File: config.mk
export PLATFORM = sky130hd
export DESIGN_NAME = led_frame_usb_packetizer
export DESIGN_NICKNAME = d
export VERILOG_FILES = /design/src/lfp_pkg.sv /design/src/lfp_front.sv /design/src/lfp_cmd_fifo.sv /design/src/lfp_back.sv /design/src/led_frame_usb_packetizer.sv
export SDC_FILE = /design/constraint.sdc
export NUM_CORES = 1
export LEC_CHECK = 0
export BUFFER_PORTS_ARGS = -buffer_cell sky130_fd_sc_hd__buf_2
export CAP_MARGIN = 20
export CORE_MARGIN = 2
export CORE_UTILIZATION = 61
export DETAILED_ROUTE_END_ITERATION = 7
export GPL_ROUTABILITY_DRIVEN = 0
export GPL_TIMING_DRIVEN = 0
export PLACE_DENSITY_LB_ADDON = 0.3
export SKIP_CTS_REPAIR_TIMING = 1
export SLEW_MARGIN = 20
export SYNTH_ARGS = -nofsm -noshare
export SYNTH_HDL_FRONTEND = slang
export SYNTH_SLANG_ARGS = --single-unit
export TNS_END_PERCENT = 20
File: constraint.sdc
create_clock -name clk -period 6.65 [get_ports clk]
set_clock_uncertainty 0.1 [all_clocks]
set_input_delay 1.33 -clock clk [delete_from_list [all_inputs] [get_ports clk]]
set_output_delay 1.33 -clock clk [all_outputs]
set_load 0.005 [all_outputs]
File: src/lfp_pkg.sv
// lfp_pkg: shared constants, frame geometry and the command record
// passed from the classifying front end to the byte sequencer. no dependencies.
`default_nettype none

package lfp_pkg;

  // frame geometry
  localparam int STRIP_COUNT         = 8;
  localparam int LEDS_IN_STRIP       = 64;
  localparam int ENTRIES_PER_CHANNEL = 257;

  localparam int POS_W = 10;
  localparam logic [POS_W-1:0] VIDEO_ITEMS = POS_W'(STRIP_COUNT * LEDS_IN_STRIP);
  localparam logic [POS_W-1:0] TABLE_ITEMS = POS_W'(3 * ENTRIES_PER_CHANNEL);

  // packet layout
  localparam logic [7:0] PKT_BYTES       = 8'd64;
  localparam logic [4:0] LEDS_PER_PKT    = 5'd21;
  localparam logic [4:0] ENTRIES_PER_PKT = 5'd31;

  // control byte flag positions
  localparam int CTRL_KIND_BIT  = 6;
  localparam int CTRL_FINAL_BIT = 5;

  // command queue
  localparam int CMDQ_DEPTH = 4;
  localparam int CMDQ_AW    = $clog2(CMDQ_DEPTH);

  // one item's worth of work for the byte sequencer
  typedef struct packed {
    logic [7:0]  ctrl;       // control byte, used when hdr_len != 0
    logic [1:0]  hdr_len;    // 0, 1 (video) or 2 (lookup) header bytes
    logic [23:0] data;       // payload bytes, first byte in [7:0], unused bytes zero
    logic [5:0]  last_idx;   // index of the last byte this item emits
    logic        pkt_end;    // last byte closes a packet
    logic        frame_end;  // last byte closes the frame
  } cmd_t;

endpackage

`default_nettype wire

File: src/lfp_front.sv
// lfp_front: tracks frame, packet and slot position for every accepted item
// and builds one sequencer command for it. depends on lfp_pkg.
`default_nettype none

module lfp_front (
  input  wire logic          clk,
  input  wire logic          rst_n,
  input  wire logic          accept,
  input  wire logic          op,
  input  wire logic [7:0]    red,
  input  wire logic [7:0]    green,
  input  wire logic [7:0]    blue,
  input  wire logic [15:0]   table_entry,
  output lfp_pkg::cmd_t      cmd
);
  import lfp_pkg::*;

  logic             frame_active_r, frame_active_nxt;
  logic             frame_is_table_r, frame_is_table_nxt;
  logic [POS_W-1:0] pos_r, pos_nxt;
  logic [4:0]       pkt_r, pkt_nxt;
  logic [4:0]       slot_r, slot_nxt;

  logic             tbl;
  logic [POS_W-1:0] pos, pos_n, total, remaining;
  logic [4:0]       pkt, slot, slot_n, per;
  logic             final_flag, final_item;
  logic [1:0]       hdr_len, data_len;
  logic [7:0]       fill, pad, run_len;

  // effective state: a new frame starts from zero with the kind taken from op
  always_comb begin
    tbl  = frame_active_r ? frame_is_table_r : op;
    pos  = frame_active_r ? pos_r  : '0;
    pkt  = frame_active_r ? pkt_r  : '0;
    slot = frame_active_r ? slot_r : '0;
  end

  // classify the item
  always_comb begin
    total      = tbl ? TABLE_ITEMS : VIDEO_ITEMS;
    per        = tbl ? ENTRIES_PER_PKT : LEDS_PER_PKT;
    remaining  = total - pos;
    final_flag = remaining <= {{(POS_W-5){1'b0}}, per};
    hdr_len    = (slot == 5'd0) ? (tbl ? 2'd2 : 2'd1) : 2'd0;
    data_len   = tbl ? 2'd2 : 2'd3;
    slot_n     = slot + 5'd1;
    pos_n      = pos + POS_W'(1);
    final_item = pos_n >= total;
    // packet bytes filled after this item
    fill       = tbl ? (8'd2 + {2'b0, slot_n, 1'b0})
                     : (8'd1 + {2'b0, slot_n, 1'b0} + {3'b0, slot_n});
    pad        = final_item ? (PKT_BYTES - fill) : 8'd0;
    run_len    = {6'b0, hdr_len} + {6'b0, data_len} + pad;

    cmd.ctrl = 8'd0;
    cmd.ctrl[4:0]           = pkt;
    cmd.ctrl[CTRL_KIND_BIT]  = tbl;
    cmd.ctrl[CTRL_FINAL_BIT] = final_flag;
    cmd.hdr_len   = hdr_len;
    cmd.data      = tbl ? {8'd0, table_entry[15:8], table_entry[7:0]}
                        : {blue, green, red};
    cmd.last_idx  = 6'(run_len - 8'd1);
    cmd.pkt_end   = final_item | (fill >= PKT_BYTES);
    cmd.frame_end = final_item;
  end

  // next position
  always_comb begin
    frame_active_nxt   = frame_active_r;
    frame_is_table_nxt = frame_is_table_r;
    pos_nxt            = pos_r;
    pkt_nxt            = pkt_r;
    slot_nxt           = slot_r;
    if (accept) begin
      if (final_item) begin
        frame_active_nxt   = 1'b0;
        frame_is_table_nxt = 1'b0;
        pos_nxt            = '0;
        pkt_nxt            = '0;
        slot_nxt           = '0;
      end else begin
        frame_active_nxt   = 1'b1;
        frame_is_table_nxt = tbl;
        pos_nxt            = pos_n;
        if (slot_n >= per) begin
          slot_nxt = '0;
          pkt_nxt  = pkt + 5'd1;
        end else begin
          slot_nxt = slot_n;
          pkt_nxt  = pkt;
        end
      end
    end
  end

  always_ff @(posedge clk) begin
    if (!rst_n) begin
      frame_active_r   <= 1'b0;
      frame_is_table_r <= 1'b0;
      pos_r            <= '0;
      pkt_r            <= '0;
      slot_r           <= '0;
    end else begin
      frame_active_r   <= frame_active_nxt;
      frame_is_table_r <= frame_is_table_nxt;
      pos_r            <= pos_nxt;
      pkt_r            <= pkt_nxt;
      slot_r           <= slot_nxt;
    end
  end

endmodule

`default_nettype wire

File: src/lfp_cmd_fifo.sv
// lfp_cmd_fifo: short command queue between front end and byte sequencer.
// depends on lfp_pkg.
`default_nettype none

module lfp_cmd_fifo (
  input  wire logic          clk,
  input  wire logic          rst_n,
  input  wire logic          wr_en,
  input  wire lfp_pkg::cmd_t wr_cmd,
  output logic               full,
  output logic               rd_valid,
  output lfp_pkg::cmd_t      rd_cmd,
  input  wire logic          rd_en
);
  import lfp_pkg::*;

  cmd_t              mem_r [CMDQ_DEPTH];
  logic [CMDQ_AW-1:0] wr_ptr_r, wr_ptr_nxt;
  logic [CMDQ_AW-1:0] rd_ptr_r, rd_ptr_nxt;
  logic [CMDQ_AW:0]   count_r, count_nxt;
  logic               do_wr, do_rd;

  assign full     = count_r == (CMDQ_AW+1)'(CMDQ_DEPTH);
  assign rd_valid = count_r != '0;
  assign rd_cmd   = mem_r[rd_ptr_r];
  assign do_wr    = wr_en & ~full;
  assign do_rd    = rd_en & rd_valid;

  // pointer and occupancy update
  always_comb begin
    wr_ptr_nxt = do_wr ? wr_ptr_r + CMDQ_AW'(1) : wr_ptr_r;
    rd_ptr_nxt = do_rd ? rd_ptr_r + CMDQ_AW'(1) : rd_ptr_r;
    count_nxt  = count_r + {{CMDQ_AW{1'b0}}, do_wr} - {{CMDQ_AW{1'b0}}, do_rd};
  end

  always_ff @(posedge clk) begin
    if (!rst_n) begin
      wr_ptr_r <= '0;
      rd_ptr_r <= '0;
      count_r  <= '0;
    end else begin
      wr_ptr_r <= wr_ptr_nxt;
      rd_ptr_r <= rd_ptr_nxt;
      count_r  <= count_nxt;
    end
  end

  // storage
  always_ff @(posedge clk) begin
    if (do_wr) begin
      mem_r[wr_ptr_r] <= wr_cmd;
    end
  end

endmodule

`default_nettype wire

File: src/lfp_back.sv
// lfp_back: byte sequencer, walks one command byte by byte into a
// registered output beat. depends on lfp_pkg.
`default_nettype none

module lfp_back (
  input  wire logic          clk,
  input  wire logic          rst_n,
  input  wire logic          cmd_valid,
  input  wire lfp_pkg::cmd_t cmd,
  output logic               cmd_pop,
  input  wire logic          pop,
  output logic               empty,
  output logic [7:0]         data_byte,
  output logic               last_of_run,
  output logic               packet_end,
  output logic               frame_end
);
  import lfp_pkg::*;

  logic [5:0] idx_r, idx_nxt;
  logic       out_valid_r, out_valid_nxt;
  logic [7:0] byte_r;
  logic       last_r, pend_r, fend_r;

  logic       load, is_last;
  logic [5:0] j;
  logic [7:0] cur_byte;

  assign load    = cmd_valid & (~out_valid_r | pop);
  assign is_last = idx_r == cmd.last_idx;
  assign cmd_pop = load & is_last;

  // pick the byte at the current index: header, payload, then zero padding
  always_comb begin
    j        = idx_r - {4'b0, cmd.hdr_len};
    cur_byte = 8'd0;
    if (idx_r < {4'b0, cmd.hdr_len}) begin
      cur_byte = (idx_r == 6'd0) ? cmd.ctrl : 8'd0;
    end else begin
      case (j)
        6'd0:    cur_byte = cmd.data[7:0];
        6'd1:    cur_byte = cmd.data[15:8];
        6'd2:    cur_byte = cmd.data[23:16];
        default: cur_byte = 8'd0;
      endcase
    end
  end

  // index and output valid
  always_comb begin
    idx_nxt       = idx_r;
    out_valid_nxt = out_valid_r;
    if (load) begin
      idx_nxt       = is_last ? 6'd0 : idx_r + 6'd1;
      out_valid_nxt = 1'b1;
    end else if (pop) begin
      out_valid_nxt = 1'b0;
    end
  end

  always_ff @(posedge clk) begin
    if (!rst_n) begin
      idx_r       <= '0;
      out_valid_r <= 1'b0;
    end else begin
      idx_r       <= idx_nxt;
      out_valid_r <= out_valid_nxt;
    end
  end

  // output beat register
  always_ff @(posedge clk) begin
    if (load) begin
      byte_r <= cur_byte;
      last_r <= is_last;
      pend_r <= is_last & cmd.pkt_end;
      fend_r <= is_last & cmd.frame_end;
    end
  end

  assign empty       = ~out_valid_r;
  assign data_byte   = byte_r;
  assign last_of_run = last_r;
  assign packet_end  = pend_r;
  assign frame_end   = fend_r;

endmodule

`default_nettype wire

File: src/led_frame_usb_packetizer.sv
// led_frame_usb_packetizer: top level, front end, command queue and byte sequencer.
// depends on lfp_pkg, lfp_front, lfp_cmd_fifo, lfp_back.
`default_nettype none

// Frames LED color items (video frame, 512 items) or 16-bit lookup entries
// (lookup frame, 771 items) into 64-byte packets; the op of a frame's first
// item picks the kind. An item is taken whenever the four-entry command
// queue has room, so items can arrive back to back until it fills. Bytes
// leave at one per cycle from the output register while pop is held, so the
// sustained rate is set by the byte sequencer: 3 bytes per LED item plus 1 for
// each packet's control byte, 2 per lookup entry plus 2 per packet header, and
// 39 more for zero padding on the last item of a video frame, 8 more on the
// last item of a lookup frame.

module led_frame_usb_packetizer (
  input  wire logic        clk,
  input  wire logic        rst_n,
  input  wire logic        push,
  output logic             full,
  input  wire logic        in_op,
  input  wire logic [7:0]  in_red,
  input  wire logic [7:0]  in_green,
  input  wire logic [7:0]  in_blue,
  input  wire logic [15:0] in_table_entry,
  output logic             empty,
  input  wire logic        pop,
  output logic [7:0]       out_data_byte,
  output logic             out_last_of_run,
  output logic             out_packet_end,
  output logic             out_frame_end
);
  import lfp_pkg::*;

  cmd_t front_cmd, head_cmd;
  logic accept, head_valid, head_pop;

  assign accept = push & ~full;

  // position tracking and classification
  lfp_front u_front (
    .clk         (clk),
    .rst_n       (rst_n),
    .accept      (accept),
    .op          (in_op),
    .red         (in_red),
    .green       (in_green),
    .blue        (in_blue),
    .table_entry (in_table_entry),
    .cmd         (front_cmd)
  );

  // decoupling queue
  lfp_cmd_fifo u_cmdq (
    .clk      (clk),
    .rst_n    (rst_n),
    .wr_en    (accept),
    .wr_cmd   (front_cmd),
    .full     (full),
    .rd_valid (head_valid),
    .rd_cmd   (head_cmd),
    .rd_en    (head_pop)
  );

  // byte emission
  lfp_back u_back (
    .clk         (clk),
    .rst_n       (rst_n),
    .cmd_valid   (head_valid),
    .cmd         (head_cmd),
    .cmd_pop     (head_pop),
    .pop         (pop),
    .empty       (empty),
    .data_byte   (out_data_byte),
    .last_of_run (out_last_of_run),
    .packet_end  (out_packet_end),
    .frame_end   (out_frame_end)
  );

endmodule

`default_nettype wire

==> impl_metrics.env, run 1 <==
export IMPL_status="completed"
export IMPL_start_kind="primary input"
export IMPL_synth_top_area_share_pct=51.5
export IMPL_syn_to_final_growth_pct=12.7
export IMPL_layout_cells_most_common_list="edfxtp_1, nand2_1, buf_2"
export IMPL_cts_sinks=213
export IMPL_seq_area_frac_synth_pct=58.9
export IMPL_ys_types=77
export IMPL_rows=47
export IMPL_syn_nets=856
export IMPL_path_common_cell="ha_1"
export IMPL_min_period_ns=6.02
export IMPL_max_stage_delay_ns=0.87
export IMPL_drt_drc_violations_left=0
export IMPL_io_buffers=57
export IMPL_cts_max_path_buffers=3
export IMPL_critPathSlowestCell="clkbuf_1"
export IMPL_power_leakage_uw=0.00423
export IMPL_grt_pass1_vias=6823
export IMPL_final_antenna_net_count=0
export IMPL_arrival_ns=6.14
export IMPL_wirelength_um=22900
export IMPL_hp_class="flip-flop to flip-flop"
export IMPL_wl_per_cell_um=21.0
export IMPL_cp_required_ns=6.77
export IMPL_cp_top_family="buffers and inverters"
export IMPL_netlist_top_cells_area="edfxtp_1, mux4_2, dfxtp_1"
export IMPL_die_width_um=133
export IMPL_yosys_area_top_type="edfxtp_1"
export IMPL_antenna_found_initial=0
export IMPL_drv_slew=0
export IMPL_crit_buf_inv=5
export IMPL_fin_crit_sh_pct=90.6
export IMPL_via_per_inst=6.12
export IMPL_endpoint_kind="flip-flop"
export IMPL_synth_area_per_cell_um2=13.2
export IMPL_power_density_mw_per_mm2=332
export IMPL_worstMarginPinSlew_ns=1.10
export IMPL_hold_violations=0
export IMPL_grt_pass1_wl_um=35900
export IMPL_nets=938
export IMPL_max_vdd_ir_drop_uv=374
export IMPL_tritoncts="done"
export IMPL_final_setup_viol_count=0
export IMPL_rrSetupSlack_ns=1.07
export IMPL_yosys_warnings=0
export IMPL_synth_seq_cells=213
export IMPL_drv_cap=0
export IMPL_io_pins=58
export IMPL_synthArstFlopShare_pct=0
export IMPL_initial_core_util_pct=62.0
export IMPL_clock_latency_ns=0.50
export IMPL_worstSetupPathType="primary input to flip-flop"
export IMPL_vias=6661
export IMPL_drive_gt1_share_pct=19.4
export IMPL_post_dp_hpwl_um=14700
export IMPL_worstPathMaxFanout=15
export IMPL_syn_area_mm2=0.0102
export IMPL_grt_use_total_pct=26.4
export IMPL_final_common_cell="edfxtp_1"
export IMPL_placed_cells=1049
export IMPL_dieArea_mm2=0.0178
export IMPL_cts_root_buf="clkbuf_16"
export IMPL_antennaDiodeCount=0
export IMPL_drt_first_pass_iters=5
export IMPL_max_freq_mhz=166
export IMPL_cts_buffers_inserted=22
export IMPL_first_iter_violations=614
export IMPL_grt_overflow_total=0
export IMPL_htreeDepth=1
export IMPL_ys_flop_type="edfxtp_1"
export IMPL_synth_edff_count=175
export IMPL_slew_limit_headroom_pct=26.8
export IMPL_fp_dieH_um=133
export IMPL_final_setup_tns_ns=0
export IMPL_fin_cells=1089
export IMPL_clkTransAtPathRegs_ns=0.06
export IMPL_rsz0062_at_grt="no"
export IMPL_core_area_mm2=0.0165
export IMPL_grt_max_degree=42
export IMPL_synthCells=771
export IMPL_crit_chain="buf_2 -> mux2i_2 -> clkbuf_1 -> clkbuf_1 -> ha_1 -> nand2_1 -> a221o_1 -> a311oi_2 -> a21oi_2 -> buf_2 -> nand2_1 -> ha_1 -> inv_1 -> ha_1 -> fa_1 -> a21o_1 -> a21oi_1 -> xnor2_1"
## final cells by class
type	instances	area, um2
clock buffer	27	579
fill	1124	4960
clock inverter	13	124
timing repair buffer	58	297
sequential	213	6020
multi-input combinational	483	3890
inverter	36	135
tap	220	275
buffer	39	184
## power by group
group | switching [uW] | internal (uW) | total (uW)
Sequential | 69.9 | 1710 | 1780
Combinational | 536 | 315 | 852
Clock | 487 | 698 | 1180
## logic make-up (layout without fill, tap and decap cells)
| group | after synthesis | in the layout | share of synthesized area [%] |
|---|---|---|---|
| simple gates | 262 | 262 | 13.1 |
| fa+ha+maj | 40 | 40 | 5.12 |
| xor+xnor | 34 | 34 | 3.14 |
| compound gates | 99 | 99 | 6.70 |
| buf+inv | 75 | 173 | 3.13 |
| mux | 48 | 48 | 9.90 |
| flops | 213 | 213 | 58.9 |
## cells in the mapped netlist (9+ instances only)
cell type	n
mux4_2	41
ha_1	37
o21ai_0	11
clkbuf_1	21
nor3_1	10
dfxtp_1	38
nand4_1	13
edfxtp_1	175
xnor2_1	19
nand3_1	34
nor2_1	32
and2_1	34
o21ai_1	12
inv_1	31
nand2b_1	9
buf_2	9
a21oi_1	17
nand2_1	92
xor2_1	13
## worst paths after layout
check                                       end  depth (start not counted)                                start
hold / removal    u_front.pkt_r[0]$_SDFFE_PN0P_                          2        u_front.pkt_r[0]$_SDFFE_PN0P_
setup / recovery   u_cmdq.mem_r[0][7]$_DFFE_PP_                         18                                in_op
setup reg to reg   u_cmdq.mem_r[0][7]$_DFFE_PP_                         17  u_front.frame_active_r$_SDFFE_PN0P_
hold reg to reg   u_front.pkt_r[0]$_SDFFE_PN0P_                          2        u_front.pkt_r[0]$_SDFFE_PN0P_
## per-stage QoR
stage | hold slack, ns | worst slack, ns | util, % | power [uW] | area [um2]
6_report | 0.371 | 0.627 | 69.9 | 3820 | 11500
5_1_grt | 0.408 | 0.395 | 69.9 | 3970 | 11500
4_1_cts | 0.372 | 0.719 | 69.9 | 3830 | 11500
3_5_place_dp | 0.357 | 0.254 | 65.6 | 2640 | 10800
2_1_floorplan | 0.325 | 1.58 | - | 2340 | 10200
3_3_place_gp | 0.332 | 0.318 | 65.4 | 2580 | 10800
## worst register-to-register path, stage by stage (launching register included)
cell and delay [ns]:
dfxtp_1 0.44, mux2i_2 0.45, clkbuf_1 0.50, clkbuf_1 0.88, ha_1 0.41, nand2_1 0.09, a221o_1 0.19, a311oi_2 0.07
a21oi_2 0.28, buf_2 0.36, nand2_1 0.10, ha_1 0.28, inv_1 0.04, ha_1 0.21, fa_1 0.40, a21o_1 0.19
a21oi_1 0.16, xnor2_1 0.15
## registers in the layout, summed over array words and instances (netlist names), 3 cells and up, named ones only
signal / cells
u_back.idx_r: 6
u_front.pkt_r: 5
u_front.pos_r: 10
u_back.data_byte: 8
u_cmdq.mem_r: 164
u_cmdq.count_r: 3
u_front.slot_r: 5
## metal layers
layer	global-route usage, %	routed length (um)
met5	0	0
met4	10.3	726
met3	3.58	1400
met2	45.7	11600
met1	34.1	9140
No activity file was read; power rests on OpenSTA's default activity.
==> inputs of run 2 (changes only) <==
--- a/config.mk
+++ b/config.mk
@@ -7,12 +7,13 @@
 export LEC_CHECK = 0
 export BUFFER_PORTS_ARGS = -buffer_cell sky130_fd_sc_hd__buf_2
 export CAP_MARGIN = 20
+export CORE_ASPECT_RATIO = 1.2
 export CORE_MARGIN = 2
-export CORE_UTILIZATION = 61
+export CORE_UTILIZATION = 65
 export DETAILED_ROUTE_END_ITERATION = 7
 export GPL_ROUTABILITY_DRIVEN = 0
 export GPL_TIMING_DRIVEN = 0
-export PLACE_DENSITY_LB_ADDON = 0.3
+export PLACE_DENSITY = 0.95
 export SKIP_CTS_REPAIR_TIMING = 1
 export SLEW_MARGIN = 20
 export SYNTH_ARGS = -nofsm -noshare
==> constraint.sdc (replaced) <==
create_clock -name clk -period 7.7 [get_ports clk]
set_clock_uncertainty 0.1 [all_clocks]
set_input_delay 1.54 -clock clk [delete_from_list [all_inputs] [get_ports clk]]
set_output_delay 1.54 -clock clk [all_outputs]
set_load 0.005 [all_outputs]
==> run 2 against run 1 <==
Clock power fell by 14%. Global-route usage grew 4.2 points. First-iteration DRC count is 25% higher. Die area shrank 6.0%. Sequential power fell by 13%. Non-clock buffer count is 5 higher. Cell count down 0.92%. Sequential share of layout area down 0.37 points. Worst hold slack better by 0.011 ns. Cell area increased by 0.71%. Total power is 12% lower. Flip-flop and latch count stayed put. Critical endpoint is now u_cmdq.mem_r[3][7]$_DFFE_PP_. Largest cell class unchanged. Largest power group unchanged. Highest routed layer unchanged.
==> impl_metrics.env, run 2 (same netlist as run 1, synthesis figures left out) <==
export IMPL_drv_slew=0
export IMPL_cts_sinks=213
export IMPL_tritoncts="done"
export IMPL_drive_gt1_share_pct=20.0
export IMPL_vias=6965
export IMPL_initial_core_util_pct=65.8
export IMPL_grt_pass1_wl_um=38800
export IMPL_drv_cap=0
export IMPL_io_buffers=57
export IMPL_max_vdd_ir_drop_uv=174
export IMPL_cp_required_ns=7.82
export IMPL_start_kind="primary input"
export IMPL_worstPathMaxFanout=15
export IMPL_wl_per_cell_um=23.3
export IMPL_via_per_inst=6.46
export IMPL_fin_util_pct=74.7
export IMPL_dieArea_mm2=0.0167
export IMPL_slew_limit_headroom_pct=30.5
export IMPL_rsz0062_at_grt="no"
export IMPL_grt_max_degree=29
export IMPL_fp_dieH_um=141
export IMPL_antennaDiodeCount=0
export IMPL_grt_pass1_vias=7084
export IMPL_worstRegToRegCells=20
export IMPL_min_period_ns=6.10
export IMPL_grt_overflow_total=0
export IMPL_timing_rr_end="u_cmdq.mem_r[3][7]$_DFFE_PP_"
export IMPL_clock_latency_ns=0.50
export IMPL_max_freq_mhz=164
export IMPL_clkTransAtPathRegs_ns=0.06
export IMPL_first_iter_violations=767
export IMPL_regMostFlops="u_cmdq.mem_r"
export IMPL_cts_buffers_inserted=21
export IMPL_final_common_cell="edfxtp_1"
export IMPL_fin_crit_sh_pct=79.3
export IMPL_placed_cells=1042
export IMPL_layout_cells_most_common_list="edfxtp_1, nand2_1, buf_2"
export IMPL_nets=942
export IMPL_hold_violations=0
export IMPL_cts_root_buf="clkbuf_16"
export IMPL_holdCritStartpoint="u_cmdq.rd_ptr_r[1]$_SDFFE_PN0P_"
export IMPL_reg2reg_from="u_front.frame_active_r$_SDFFE_PN0P_"
export IMPL_min_to="u_cmdq.rd_ptr_r[1]$_SDFFE_PN0P_"
export IMPL_hp_class="flip-flop to flip-flop"
export IMPL_power_leakage_uw=0.00428
export IMPL_cts_max_path_buffers=3
export IMPL_worstSetupPathType="primary input to flip-flop"
export IMPL_final_antenna_net_count=0
export IMPL_status="completed"
export IMPL_htreeDepth=1
export IMPL_final_setup_viol_count=0
export IMPL_antenna_found_initial=0
export IMPL_die_width_um=118
export IMPL_syn_to_final_growth_pct=13.5
export IMPL_endpoint_kind="flip-flop"
export IMPL_largest_register_ff_count=164
export IMPL_drt_drc_violations_left=0
export IMPL_grt_use_total_pct=30.5
export IMPL_worstMarginPinSlew_ns=1.04
export IMPL_rrSetupSlack_ns=2.15
export IMPL_final_setup_tns_ns=0
export IMPL_wirelength_um=25100
export IMPL_drt_first_pass_iters=5
export IMPL_fin_cells=1079
export IMPL_io_pins=58
export IMPL_hold_path_depth=2
export IMPL_post_dp_hpwl_um=16400
export IMPL_core_area_mm2=0.0155
export IMPL_rows=50
export IMPL_power_density_mw_per_mm2=290
export IMPL_arrival_ns=6.23
[run 2: changes by cell type in the layout (fill, tap and decap cells not counted), sizes merged]
cell | before | now
clkbuf | 48 | 44
clkinv | 10 | 8
inv | 36 | 39
clkinvlp | 1 | 0
bufinv | 2 | 3
buf | 76 | 81
[run 2: how the worst max path moves through the flow]
stage	startpoint	depth (start not counted)	endpoint	slack, ns
floorplan	in_op	16	u_cmdq.mem_r[0][7]$_DFFE_PP_	2.42
global placement	in_op	18	u_cmdq.mem_r[2][7]$_DFFE_PP_	1.34
detailed placement	in_op	18	u_cmdq.mem_r[3][7]$_DFFE_PP_	1.14
CTS	in_op	18	u_cmdq.mem_r[1][7]$_DFFE_PP_	1.66
global route	in_op	18	u_cmdq.mem_r[1][7]$_DFFE_PP_	1.25
finish	in_op	18	u_cmdq.mem_r[3][7]$_DFFE_PP_	1.60
[run 2: layout make-up]
type	count	area (um2)
clock inverter	14	149
fill	926	3930
clock buffer	23	533
buffer	39	184
sequential	213	6020
tap	208	260
multi-input combinational	483	3890
timing repair buffer	63	419
inverter	36	135
[run 2: critical path: stages]
cell and delay [ns]:
buf_2 0.14, mux2i_2 0.34, clkbuf_1 0.51, clkbuf_1 0.76, ha_1 0.39, nand2_1 0.08, a221o_1 0.18, a311oi_2 0.07
a21oi_2 0.29, buf_2 0.33, nand2_1 0.10, ha_1 0.28, inv_1 0.04, ha_1 0.22, fa_1 0.42, a21o_1 0.20
a21oi_1 0.18, xnor2_1 0.15
[run 2: routing by layer]
metal | track usage, % | part of all wire [%]
met3 | 4.10 | 7.3
met4 | 17.9 | 6.1
met5 | 0 | 0
met1 | 35.6 | 35
met2 | 54.4 | 52
[run 2: power breakdown]
part	switching (uW)	internal [uW]	total, uW
combinational	490	298	788
sequential	65.0	1480	1540
clock	422	602	1020
[run 2: stage by stage]
stage | cell area, um2 | total power, uW | hold WS [ns] | setup slack [ns]
2_1_floorplan | 10200 | 2020 | 0.325 | 2.42
3_3_place_gp | 10800 | 2220 | 0.334 | 1.34
3_5_place_dp | 10900 | 2320 | 0.373 | 1.14
4_1_cts | 11600 | 3350 | 0.384 | 1.66
5_1_grt | 11600 | 3470 | 0.407 | 1.25
6_report | 11600 | 3350 | 0.383 | 1.60
==> inputs of run 3 (changes only) <==
--- a/config.mk
+++ b/config.mk
@@ -9,11 +9,11 @@
 export CAP_MARGIN = 20
 export CORE_ASPECT_RATIO = 1.2
 export CORE_MARGIN = 2
-export CORE_UTILIZATION = 65
+export CORE_UTILIZATION = 55
 export DETAILED_ROUTE_END_ITERATION = 7
 export GPL_ROUTABILITY_DRIVEN = 0
 export GPL_TIMING_DRIVEN = 0
-export PLACE_DENSITY = 0.95
+export PLACE_DENSITY = 0.87
 export SKIP_CTS_REPAIR_TIMING = 1
 export SLEW_MARGIN = 20
 export SYNTH_ARGS = -nofsm -noshare
==> constraint.sdc (replaced) <==
create_clock -name clk -period 5.15 [get_ports clk]
set_clock_uncertainty 0.1 [all_clocks]
set_input_delay 1.03 -clock clk [delete_from_list [all_inputs] [get_ports clk]]
set_output_delay 1.03 -clock clk [all_outputs]
set_load 0.005 [all_outputs]
==> run 3 against run 2 <==
Cell count grew 1.8%. Worst setup slack lost 1.4 ns. Non-clock buffer count is the same. Flip-flop and latch count is the same. Critical endpoint is now u_cmdq.mem_r[1][7]$_DFFE_PP_. Largest cell class unchanged. Largest power group unchanged.
==> impl_metrics.env, run 3 (same netlist as run 1, synthesis figures left out) <==
export IMPL_status="completed"
export IMPL_dieArea_mm2=0.0197
export IMPL_tritoncts="done"
export IMPL_cp_startpoint="in_op"
export IMPL_worstPathMaxFanout=15
export IMPL_power_uw=4950
export IMPL_endpoint="u_cmdq.mem_r[1][7]$_DFFE_PP_"
export IMPL_antenna_found_initial=0
export IMPL_cts_buffers_inserted=22
export IMPL_clkTransAtPathRegs_ns=0.06
export IMPL_hp_class="flip-flop to flip-flop"
export IMPL_htreeDepth=1
export IMPL_rows=54
export IMPL_drv_slew=0
export IMPL_drive_gt1_share_pct=21.3
export IMPL_nets=943
export IMPL_post_dp_hpwl_um=14900
export IMPL_start_kind="primary input"
export IMPL_wirelength_um=23000
export IMPL_layout_cells_most_common_list="edfxtp_1, nand2_1, buf_2"
export IMPL_cts_sinks=213
export IMPL_grt_overflow_total=0
export IMPL_worstMarginPinSlew_ns=0.953
export IMPL_clock_latency_ns=0.51
export IMPL_syn_to_final_growth_pct=13.8
export IMPL_hold_violations=0
export IMPL_final_setup_viol_count=0
export IMPL_max_vdd_ir_drop_uv=257
export IMPL_power_density_mw_per_mm2=426
export IMPL_fp_dieH_um=153
export IMPL_rrSetupSlack_ns=0.31
export IMPL_max_freq_mhz=201
export IMPL_timing_rr_end="u_cmdq.mem_r[1][7]$_DFFE_PP_"
export IMPL_fin_hold_ws_ns=0.362
export IMPL_power_leakage_uw=0.00429
export IMPL_worstRegToRegCells=20
export IMPL_regMostFlops="u_cmdq.mem_r"
export IMPL_vias=6790
export IMPL_die_width_um=128
export IMPL_cts_max_path_buffers=3
export IMPL_cts_root_buf="clkbuf_16"
export IMPL_io_buffers=57
export IMPL_via_per_inst=6.18
export IMPL_grt_pass1_vias=6908
export IMPL_final_antenna_net_count=0
export IMPL_grt_use_total_pct=23.8
export IMPL_antennaDiodeCount=0
export IMPL_rsz0062_at_grt="no"
export IMPL_initial_core_util_pct=56.2
export IMPL_first_iter_violations=714
export IMPL_core_area_mm2=0.0182
export IMPL_io_pins=58
export IMPL_drt_first_pass_iters=6
export IMPL_wl_per_cell_um=21.0
export IMPL_largest_register_ff_count=164
export IMPL_min_period_ns=4.97
export IMPL_worstSetupPathType="primary input to flip-flop"
export IMPL_drt_drc_violations_left=0
export IMPL_grt_max_degree=29
export IMPL_fin_crit_sh_pct=96.6
export IMPL_grt_pass1_wl_um=36300
export IMPL_cp_required_ns=5.27
export IMPL_drv_cap=0
export IMPL_arrival_ns=5.10
export IMPL_final_common_cell="edfxtp_1"
export IMPL_endpoint_kind="flip-flop"
export IMPL_reg2reg_from="u_front.frame_active_r$_SDFFE_PN0P_"
export IMPL_slew_limit_headroom_pct=35.9
==> run 3: metal layers <==
layer | GRT usage [%] | vias up | share of wire (%)
li1 | - | 3051 | -
met1 | 30.1 | 3307 | 37
met2 | 40.6 | 358 | 51
met3 | 3.40 | 74 | 8.0
met4 | 10.4 | 0 | 3.8
met5 | 0 | - | 0
==> run 3: final cells by class <==
class                           count  area [um2]
Buffer                             38         206
Timing Repair Buffer               64         392
Inverter                           36         135
Clock inverter                     15         129
Tap cell                          224         280
Sequential cell                   213        6020
Fill cell                        1228        6560
Multi-Input combinational cell    483        3890
Clock buffer                       25         562
==> run 3: worst max-delay path, cell delays in order <==
cell      delay [ns]
buf_2           0.14
mux2i_2         0.36
clkbuf_2        0.35
buf_2           0.44
ha_1            0.23
nand2_1         0.06
a221o_1         0.37
a311oi_2        0.32
a21oi_2         0.14
buf_6           0.18
nand2_1         0.09
ha_1            0.16
inv_1           0.05
ha_1            0.21
fa_1            0.43
a21o_1          0.21
a21oi_1         0.18
xnor2_1         0.14
==> run 3: how the worst min path moves through the flow <==
stage	to	slack (ns)	from	depth (start not counted)
2_1_floorplan	u_front.pkt_r[0]$_SDFFE_PN0P_	0.32	u_front.pkt_r[0]$_SDFFE_PN0P_	2
3_3_place_gp	u_front.pkt_r[0]$_SDFFE_PN0P_	0.33	u_front.pkt_r[0]$_SDFFE_PN0P_	2
3_5_place_dp	u_front.pkt_r[0]$_SDFFE_PN0P_	0.35	u_front.pkt_r[0]$_SDFFE_PN0P_	2
4_1_cts	u_front.pkt_r[0]$_SDFFE_PN0P_	0.36	u_front.pkt_r[0]$_SDFFE_PN0P_	2
5_1_grt	u_front.pkt_r[0]$_SDFFE_PN0P_	0.39	u_front.pkt_r[0]$_SDFFE_PN0P_	2
6_report	u_front.pkt_r[0]$_SDFFE_PN0P_	0.36	u_front.pkt_r[0]$_SDFFE_PN0P_	2
==> run 3: power by group <==
group	switching, uW	internal (uW)	leakage [uW]
logic	709	433	0.00201
registers	86.2	2210	0.00194
clock network	665	848	0.000338
==> run 3: per-stage QoR <==
step	utilization [%]	setup WS, ns	cell area (um2)	TNS [ns]	instances
floorplan	-	0.379	10200	0	771
global placement	59.3	-0.799	10800	-9.00	1052
detailed placement	59.8	-0.930	10900	-11.83	1057
global route	63.9	0.0172	11600	0	1098
finish	63.9	0.176	11600	0	1098
CTS	63.6	-0.589	11600	-5.12	1097
